[src/lfr_pkg.sv]
// shared types and constants of the lru frame replacer
package lfr_pkg;

	localparam int NUM_FRAMES_DEF = 64;
	localparam int CMD_W          = 2;
	localparam int FRAME_W        = 6;
	localparam int COUNT_W        = 7;

	localparam logic [CMD_W-1:0] CMD_VICTIM = 2'd0;
	localparam logic [CMD_W-1:0] CMD_PIN    = 2'd1;
	localparam logic [CMD_W-1:0] CMD_UNPIN  = 2'd2;

	typedef logic [FRAME_W-1:0] frame_num_t;

	typedef struct packed {
		logic [CMD_W-1:0] command;
		frame_num_t       frame_number;
	} cmd_item_t;

	typedef struct packed {
		logic               evicted;
		frame_num_t         victim_frame;
		logic [COUNT_W-1:0] evictable_count;
	} res_item_t;

	// broadcast from the controller to every cell of the recency row
	typedef struct packed {
		logic       shift_all;
		logic       pin;
		logic       append;
		frame_num_t frame;
	} cell_ctl_t;

endpackage

[src/lfr_cell.sv]
// one slot of the recency row: holds a frame id and its valid bit
module lfr_cell (
	input  logic               clk,
	input  logic               arst_n,
	input  lfr_pkg::cell_ctl_t ctl,
	input  logic               left_vld,
	input  logic               right_vld,
	input  lfr_pkg::frame_num_t right_id,
	output logic               vld,
	output lfr_pkg::frame_num_t id
);
	import lfr_pkg::*;

	logic       vld_q;
	frame_num_t id_q;
	logic       vld_nxt;
	frame_num_t id_nxt;

	always_comb begin
		vld_nxt = vld_q;
		id_nxt  = id_q;
		if (ctl.shift_all) begin
			vld_nxt = right_vld;
			id_nxt  = right_id;
		end else if (ctl.pin && vld_q && (id_q == ctl.frame)) begin
			vld_nxt = 1'b0;
		end else if (ctl.append && !vld_q && left_vld) begin
			vld_nxt = 1'b1;
			id_nxt  = ctl.frame;
		end else if (!vld_q && right_vld) begin
			// hole here: pull the neighbor down one slot
			vld_nxt = 1'b1;
			id_nxt  = right_id;
		end else if (vld_q && !left_vld) begin
			// content handed to the left, hole moves up
			vld_nxt = 1'b0;
		end
	end

	always_ff @(posedge clk or negedge arst_n) begin
		if (!arst_n) begin
			vld_q <= 1'b0;
		end else begin
			vld_q <= vld_nxt;
		end
	end

	always_ff @(posedge clk) begin
		id_q <= id_nxt;
	end

	assign vld = vld_q;
	assign id  = id_q;

endmodule

[config.mk]
export PLATFORM = sky130hd
export DESIGN_NAME = lfr_cell
export DESIGN_NICKNAME = d
export VERILOG_FILES = /design/src/lfr_pkg.sv /design/src/lfr_cell.sv
export SDC_FILE = /design/constraint.sdc
export NUM_CORES = 1
export LEC_CHECK = 0
export BUFFER_PORTS_ARGS = -buffer_cell sky130_fd_sc_hd__buf_2
export CORE_AREA = 2 2 39 41
export DETAILED_ROUTE_END_ITERATION = 6
export DIE_AREA = 0 0 41 43
export GPL_TIMING_DRIVEN = 0
export PLACE_DENSITY_LB_ADDON = 0.3
export SLEW_MARGIN = 20
export SYNTH_ARGS = -nofsm -noshare
export SYNTH_HDL_FRONTEND = slang
export SYNTH_SLANG_ARGS = --single-unit
[constraint.sdc]
create_clock -name clk -period 1.2 [get_ports clk]
set_input_delay 0.12 -clock clk [delete_from_list [all_inputs] [get_ports clk]]
set_output_delay 0.12 -clock clk [all_outputs]
set_load 0.01 [all_outputs]
==> results.yml, run 1 <==
sta:
  worst_clock_skew_ps: 2.16
  rsz0062_at_grt: "yes"
  setup_tns_ps: -1200
  layout_setup_ws_ps: -128
  fin_crit_sh_pct: 111
  max_freq_mhz: 753
  post-route-min-period_ps: 1330
  hold_violations: 0
  final-max-slew-violation-count: 0
  max_slew.worst_pin.slew_ps: 566
  slew-limit-headroom_pct: 62.2
  fin_hold_ws_ps: 154
  setup_viol: 12
final_layout:
  drive_gt1_share_pct: 58.3
  seq_area_sq_um: 205
  syn_to_final_growth_pct: 41.3
  num_antenna_cells: 0
  n_fill_cell: 143
  fin_util_pct: 43.3
  multi_input_area_sq_um: 209
  nNetsFinal: 80
  layout.cells.non_filler: 76
cts:
  cts_root_buf: "clkbuf_4"
  path_clk_slew_ps: 50
  clock-sinks: 7
  worstSkewPairLatency_ps: 240
  clockBufferDepth: 2
  cts.htree.levels: 1
  numCtsBuffers: 3
  cts_tree: "done"
  cts_setup_buffers: 0
placement:
  numPortBuffers: 25
  dp_cells: 72
  routabilityCongestion: 0.614
run_status:
  status: "finished, violations left"
  violations: "negative setup slack"
hold_path:
  hold_depth: 3
  min-delay-start: "right_vld"
  holdPathEnd: "vld"
  hp-class: "input pin to register"
die:
  die_area_sq_mm: 0.00176
  die_y_um: 43
  die_w_um: 41
  start_util_pct: 30.7
  pin_count: 26
  row_count: 14
  core-area_sq_mm: 0.00138
worst_setup_path:
  path_class: "register to register"
  cp-start-kind: "register"
  r2r_start: "vld"
  critPathCaptureType: "register"
  regToRegEndpoint: "id[2]"
  worstPathMaxFanout: 6
  reg2regPathDepth: 3
  rrSetupSlack_ps: -130
  arrival_ps: 1320
  required_ps: 1190
synth:
  syn_area_per_cell_sq_um: 13.7
  synth_top_area_cell: "edfxtp_1"
  yosys-top-cells-count: "edfxtp_1 (6), mux2_4 (6), xor2_1 (6)"
  synth_top_area_share_pct: 42.5
  synth_area_sq_um: 424
  yosysSeqAreaShare_pct: 48.4
  syn_nets: 50
  synth_edf_count: 6
  synth-seq-cells: 7
  yosysWarnings: 0
  synthFlopType: "edfxtp_1"
  synth_cells: 31
  synth.distinct_cells: 15
  synth.area.top_cells: "edfxtp_1 (42%), mux2_4 (21%), xor2_1 (12%), dfrtp_1 (5.9%), buf_6 (2.7%)"
  synth-async-reset-ratio_pct: 14.3
grt:
  track_usage_pct: 11.0
  grt.overflow.total: 0
  grt_pass1_wl_um: 1170
  grt_pass1_vias: 305
  grt_max_degree: 7
  antenna_found_initial: 0
routing:
  antenna_left: 0
  drtIter0Drc: 3
  routedWlPerCell_um: 11.3
  num_vias: 345
  drc: 0
  dr.pass1.iters: 4
  routed_wl_um: 856
  vias_per_cell: 4.54
pwr:
  power_density_mw_per_mm2: 1090
  p_leak_uw: 0.000282
  peakVddDrop_v: 0.000530
  power.total_uw: 652
run:
  cap_violations: 0
how the worst max path moves through the flow:
stage	cells past startpoint	endpoint	start	slack [ps]
after global placement	4	id[0]	vld	-130
after detailed placement	4	id[0]	vld	-140
after CTS	4	id[3]	vld	-150
after floorplan	4	id[0]	vld	-120
final	3	id[2]	vld	-130
after global routing	1	id[5]	vld	-170
per-layer routing:
layer	routed length [um]	global-route usage, %	vias up
met5	0	0	-
met4	0	6.00	0
met3	82	7.85	0
met2	362	14.4	16
met1	411	12.7	154
li1	-	-	175
cell families after synthesis:
| logic type | share of synthesized area [%] |
|---|---|
| flip-flops | 48.4 |
| buffers and inverters | 3.54 |
| AND/OR/NAND/NOR | 7.38 |
| XOR/XNOR | 12.4 |
| AO/OA/AOI/OAI | 7.08 |
| multiplexers | 21.2 |
flip-flops by register name, summed over array words and instances (netlist names):
| signal | cells |
|---|---|
| id | 6 |
| vld | 1 |
worst max-delay path, stage by stage, from the launching register on:
cell and delay, ps:
dfrtp_1 420, inv_1 90, and3_4 260, mux2_4 310
cell usage in the layout, fill, tap and decap left out, drive strengths merged:
| cell | n |
|---|---|
| o21bai | 1 |
| nor3 | 1 |
| dfrtp | 1 |
| xor2 | 6 |
| a21oi | 1 |
| a22oi | 1 |
| clkbuf | 4 |
| nand3b | 1 |
| mux2 | 6 |
| inv | 1 |
| buf | 25 |
| dlygate4sd3 | 1 |
| and3 | 1 |
| nor4 | 1 |
| edfxtp | 6 |
| o21ai | 2 |
| nor2b | 1 |
report_power, final:
group          internal (uW)  total [uW]  switching, uW
clock network            127         210           83.2
logic                   75.5         135           59.8
registers                292         307           15.5
total                    494         652            158
cell type report:
class	count	share of cell area (%)
Multi-Input combinational cell	22	34.9
Inverter	1	0.626
Sequential cell	7	34.2
Timing Repair Buffer	26	22.5
Tap cell	16	3.34
Clock buffer	4	4.38
timing repair:
action | in CTS | in global routing
resized for setup | 0 | 1
hold buffers | 1 | 0
setup endpoints to repair | 12 | 12
hold endpoints to repair | 1 | 0
through the flow:
step                setup slack, ps  instance area, sq um
floorplan                      -118                   424
global placement               -126                   569
detailed placement             -142                   569
CTS                            -149                   606
global route                   -169                   599
finish                         -128                   599
No activity file was read; power rests on OpenSTA's default activity.
==> run 2: changes to the inputs <==
--- a/config.mk
+++ b/config.mk
@@ -7,10 +7,12 @@
 export LEC_CHECK = 0
 export BUFFER_PORTS_ARGS = -buffer_cell sky130_fd_sc_hd__buf_2
 export CORE_AREA = 2 2 39 41
+export CTS_BUF_LIST = sky130_fd_sc_hd__clkbuf_8 sky130_fd_sc_hd__clkbuf_16
 export DETAILED_ROUTE_END_ITERATION = 6
 export DIE_AREA = 0 0 41 43
 export GPL_TIMING_DRIVEN = 0
 export PLACE_DENSITY_LB_ADDON = 0.3
+export RECOVER_POWER = 100
 export SLEW_MARGIN = 20
 export SYNTH_ARGS = -nofsm -noshare
 export SYNTH_HDL_FRONTEND = slang
==> run 2 against run 1 <==
Effect of this change:
- the run still ends with negative setup slack left
- wire length grew 2.7%
- non-clock buffer count unchanged
- critical path type unchanged
- critical path depth stayed put
- via count decreased by 0.58%
- maximum frequency barely moved
- clock-buffer cell count decreased by 1
==> results.yml, run 2 (synthesis gave the netlist of run 1 again) <==
final_layout:
  fin_util_pct: 44.0
  multi_input_area_sq_um: 209
  layout_common_cells: "buf_2 (18), clkbuf_1 (7), mux2_4 (6), xor2_1 (6), edfxtp_1 (6)"
  fin_area_sq_um: 609
  n_fill_cell: 145
  nNetsFinal: 80
  num_antenna_cells: 0
  syn_to_final_growth_pct: 43.7
  largest_register_ffs: 6
  seq_area_sq_um: 205
  drive_gt1_share_pct: 46.7
  layout_commonest_cell: "buf_2"
cts:
  cts_tree: "done"
  worstSkewPairLatency_ps: 220
  numCtsBuffers: 3
  clock-sinks: 7
  clockBufferDepth: 2
  cts.htree.levels: 1
  cts_root_buf: "clkbuf_8"
  path_clk_slew_ps: 40
grt:
  track_usage_pct: 11.3
  grt.overflow.total: 0
  grt_max_degree: 7
  grt_pass1_wl_um: 1180
  antenna_found_initial: 0
  grt_pass1_vias: 308
die:
  die_w_um: 41
  die_area_sq_mm: 0.00176
  row_count: 14
  start_util_pct: 30.7
  pin_count: 26
  core-area_sq_mm: 0.00138
  die_y_um: 43
worst_setup_path:
  worstPathMaxFanout: 6
  required_ps: 1170
  path_class: "register to register"
  critPathCaptureType: "register"
  arrival_ps: 1300
  cp-start-kind: "register"
routing:
  dr.max_layer_used: "met3"
  routed_wl_um: 879
  dr.pass1.iters: 4
  dr_wl_met3_um: 83
  antenna_left: 0
  vias_per_cell: 4.51
  dr_wl_met2_um: 374
  num_vias: 343
  drtIter0Drc: 1
  wl_met1_um: 421
  drc: 0
  routedWlPerCell_um: 11.6
pwr:
  p_clk_share_pct: 42.1
  power_density_mw_per_mm2: 1250
  p_leak_uw: 0.000274
  peakVddDrop_v: 0.000626
  power.total_uw: 759
  sequentialPowerShare_pct: 40.7
  p_switching_uw: 175
  power_frac_comb_pct: 17.2
  switching_share_pct: 23.0
  intPower_uw: 584
sta:
  final-max-slew-violation-count: 0
  rsz0062_at_grt: "yes"
  max_freq_mhz: 753
  setup_tns_ps: -1200
  layout_setup_ws_ps: -128
  fin_crit_sh_pct: 111
  post-route-min-period_ps: 1330
  slew-limit-headroom_pct: 62.3
  hold_violations: 0
  setup_viol: 12
  fin_hold_ws_ps: 174
  max_slew.worst_pin.slew_ps: 565
  worst_clock_skew_ps: 3.57
run_status:
  status: "finished, violations left"
  violations: "negative setup slack"
placement:
  dpl_cell_area_sq_um: 569
  routabilityCongestion: 0.614
  numPortBuffers: 25
hold_path:
  hp-class: "input pin to register"
run:
  cap_violations: 0
-- run 2: metal layers --
layer | GRT usage (%) | vias up
li1 | - | 174
met1 | 12.7 | 153
met2 | 14.4 | 16
met3 | 7.85 | 0
met4 | 8.00 | 0
met5 | 0 | -
-- run 2: layout make-up --
type	count	area share, %
clock buffer	3	6.78
clock inverter	1	0.616
inverter	1	0.616
multi-input combinational	22	34.3
sequential	7	33.7
tap	16	3.29
timing repair buffer	26	20.7
-- run 2: power by group through the flow --
stage	clock, uW	combinational (uW)	sequential (uW)
3_5_place_dp	0	136	312
5_1_grt	352	143	311
4_1_cts	336	139	308
3_3_place_gp	0	134	311
6_report	320	130	309
2_1_floorplan	0	59.9	322
-- run 2: final timing paths --
path / startpoint / endpoint / slack [ps] / depth (start not counted)
max: vld / id[2] / -130 / 3
min: right_vld / vld / 170 / 3
max reg2reg: vld / id[2] / -130 / 3
min reg2reg: vld / vld / 700 / 2
max in group asynchronous: arst_n / vld / 910 / 2
min in group asynchronous: arst_n / vld / 190 / 2
-- run 2: what timing repair did --
item | 4_1_cts | 5_1_grt
buffers inserted | 0 | 0
hold endpoints to repair | 1 | 0
pin swaps | 0 | 0
setup endpoints to repair | 12 | 12
resized for setup | 0 | 1
hold buffers | 1 | 0
-- run 2: metrics by stage --
stage	worst slack, ps	instances
floorplan	-118	31
global placement	-126	72
detailed placement	-142	72
CTS	-149	77
global route	-167	76
finish	-128	76
-- run 2: critical path, stage by stage (launching register included) --
cell     delay [ps]
dfrtp_1         410
inv_1            90
and3_4          260
mux2_4          310
==> run 3: changes to the inputs <==
--- a/config.mk
+++ b/config.mk
@@ -5,6 +5,7 @@
 export SDC_FILE = /design/constraint.sdc
 export NUM_CORES = 1
 export LEC_CHECK = 0
+export ABC_AREA = 1
 export BUFFER_PORTS_ARGS = -buffer_cell sky130_fd_sc_hd__buf_2
 export CORE_AREA = 2 2 39 41
 export CTS_BUF_LIST = sky130_fd_sc_hd__clkbuf_8 sky130_fd_sc_hd__clkbuf_16
==> constraint.sdc (replaced) <==
create_clock -name clk -period 1.1 [get_ports clk]
set_input_delay 0.11 -clock clk [delete_from_list [all_inputs] [get_ports clk]]
set_output_delay 0.11 -clock clk [all_outputs]
set_load 0.01 [all_outputs]
==> run 3 against run 2 <==
Effect of this change:
- the flow still finishes with violations (negative setup slack)
- final cell count is 46% higher
- flip-flop and latch count is the same
- wire length is 25% higher
- sequential share of layout area fell by 5.2 points
- maximum frequency grew 19%
- clock power is 10% higher
- non-clock buffer count is 5 higher
- critical path type unchanged
- largest cell class unchanged
- largest power group unchanged
==> results.yml, run 3 <==
die:
  start_util_pct: 34.1
  pin_count: 26
  die_y_um: 43
  die_area_sq_mm: 0.00176
  core-area_sq_mm: 0.00138
  die_w_um: 41
  row_count: 14
synth:
  synth_edf_count: 6
  synth_top_area_cell: "edfxtp_1"
  post-synth-top-count-cell: "nand2_1"
  yosysSeqAreaShare_pct: 43.5
  syn_nets: 80
  synth_cells: 61
  synthFlopType: "edfxtp_1"
  synth_area_sq_um: 472
  yosys-top-cells-count: "nand2_1 (21), inv_1 (11), o21ai_2 (7)"
  synth.area.top_cells: "edfxtp_1 (38%), nand2_1 (17%), o21ai_2 (13%), inv_1 (8.8%), dfrtp_1 (5.3%)"
  synth-seq-cells: 7
  synth.distinct_cells: 13
  synth_top_area_share_pct: 38.2
  yosysWarnings: 0
  synth-async-reset-ratio_pct: 14.3
  syn_area_per_cell_sq_um: 7.73
routing:
  drtIter0Drc: 3
  dr_wl_met2_um: 548
  drc: 0
  num_vias: 501
  wl_met1_um: 461
  vias_per_cell: 4.51
  dr.pass1.iters: 2
  antenna_left: 0
  routedWlPerCell_um: 9.88
  dr.max_layer_used: "met3"
  dr_wl_met3_um: 87
  routed_wl_um: 1100
sta:
  layout_setup_ws_ps: -17.8
  slew-limit-headroom_pct: 90.1
  max_freq_mhz: 895
  fin_crit_sh_pct: 102
  rsz0062_at_grt: "yes"
  worst_clock_skew_ps: 2.72
  setup_viol: 11
  setup_tns_ps: -124
  hold_violations: 0
  final-max-slew-violation-count: 0
  post-route-min-period_ps: 1120
  max_slew.worst_pin.slew_ps: 147
cts:
  path_clk_slew_ps: 40
  numCtsBuffers: 3
  worstSkewPairLatency_ps: 230
  cts.htree.levels: 1
  clock-sinks: 7
  cts_root_buf: "clkbuf_8"
  cts_tree: "done"
  clockBufferDepth: 2
final_layout:
  num_antenna_cells: 0
  layout_common_cells: "nand2_1 (19), buf_2 (19), inv_1 (12), o21ai_2 (7)"
  n_fill_cell: 148
  seq_area_sq_um: 205
  syn_to_final_growth_pct: 52.8
  drive_gt1_share_pct: 43.2
  fin_util_pct: 52.1
  multi_input_area_sq_um: 225
  largest_register_ffs: 6
  fin_area_sq_um: 721
  nNetsFinal: 115
run:
  cap_violations: 0
worst_setup_path:
  path_class: "register to register"
  worstPathMaxFanout: 6
  required_ps: 1180
  cp-start-kind: "register"
  arrival_ps: 1200
  crit_chain: "inv_2 -> nand4_4 -> buf_8 -> buf_6 -> o21ai_2"
  cp_slowest_cell: "dfrtp_1"
  critPathCaptureType: "register"
  slowest_delay_ps: 380
hold_path:
  hp-class: "input pin to register"
grt:
  grt_pass1_wl_um: 1500
  track_usage_pct: 12.4
  grt.overflow.total: 0
  grt_max_degree: 11
  grt_pass1_vias: 433
  antenna_found_initial: 0
pwr:
  peakVddDrop_v: 0.000689
  power_density_mw_per_mm2: 1250
  power.total_uw: 898
  p_leak_uw: 0.000379
placement:
  dpl_cell_area_sq_um: 626
  hpwl_um: 845
  routabilityCongestion: 0.679
  numPortBuffers: 25
run_status:
  status: "finished, violations left"
  violations: "negative setup slack"
[run 3: cell types whose count changed in the layout (fill, tap and decap cells not counted), sizes merged, moves of 6 or more]
cell and change:
buf +6, inv +12, mux2 -6, nand2 +21, o21ai +7, xor2 -6
[run 3: per-stage QoR]
| stage | worst slack [ps] | hold WS (ps) | std cells |
|---|---|---|---|
| 2_1_floorplan | -11.0 | -186 | 61 |
| 3_3_place_gp | -35.6 | -114 | 102 |
| 3_5_place_dp | -45.3 | -114 | 102 |
| 4_1_cts | -14.5 | 127 | 108 |
| 5_1_grt | -63.0 | 134 | 111 |
| 6_report | -17.8 | 124 | 111 |
[run 3: per-layer routing]
| metal | track usage, % | up-vias |
|---|---|---|
| met5 | 0 | - |
| met4 | 6.00 | 0 |
| met3 | 3.14 | 0 |
| met2 | 20.9 | 18 |
| met1 | 13.3 | 220 |
| li1 | - | 263 |
[run 3: logic make-up after synthesis]
kind of cell	synth area share (%)
flops	43.5
compound gates	15.1
buf+inv	12.7
simple gates	28.6
[run 3: timing repair]
item | CTS | global route
setup buffers | 1 | 3
gates resized for setup | 0 | 6
setup endpoints to repair | 10 | 10
pin swaps | 0 | 1
endpoints found under the hold margin | 1 | 0
hold buffers | 1 | 0
[run 3: final cells by class]
| class | instances | share of cell area, % |
|---|---|---|
| clock buffers | 3 | 5.73 |
| plain buffers | 1 | 2.08 |
| inverters | 13 | 6.77 |
| repair buffers | 30 | 22.4 |
| clock inverters | 1 | 0.521 |
| well taps | 16 | 2.78 |
| flip-flops and latches | 7 | 28.5 |
| multi-input cells | 40 | 31.3 |
[run 3: final timing paths]
path	slack, ps	from	cells after the start	end
max in group asynchronous	840	arst_n	2	vld
worst min-delay path	120	right_vld	3	vld
min in group asynchronous	180	arst_n	2	vld
worst max register to register	-20	vld	5	id[4]
worst min register to register	660	vld	3	vld
worst max-delay path	-20	vld	5	id[4]
[run 3: worst max-delay path, delay by kind of cell, from the launching register on]
| kind | cells | cell delay, ps |
|---|---|---|
| buffers and inverters | 3 | 380 |
| DFF | 1 | 380 |
| AOI/OAI and AO/OA | 1 | 110 |
| and+or+nand+nor | 1 | 100 |
[run 3: where the power goes]
group	leakage, uW	internal [uW]	switching (uW)	total [uW]
logic	0.000280	89.4	114	204
clock network	0.0000269	241	111	353
registers	0.0000719	324	18.2	342
total	0.000379	654	244	898
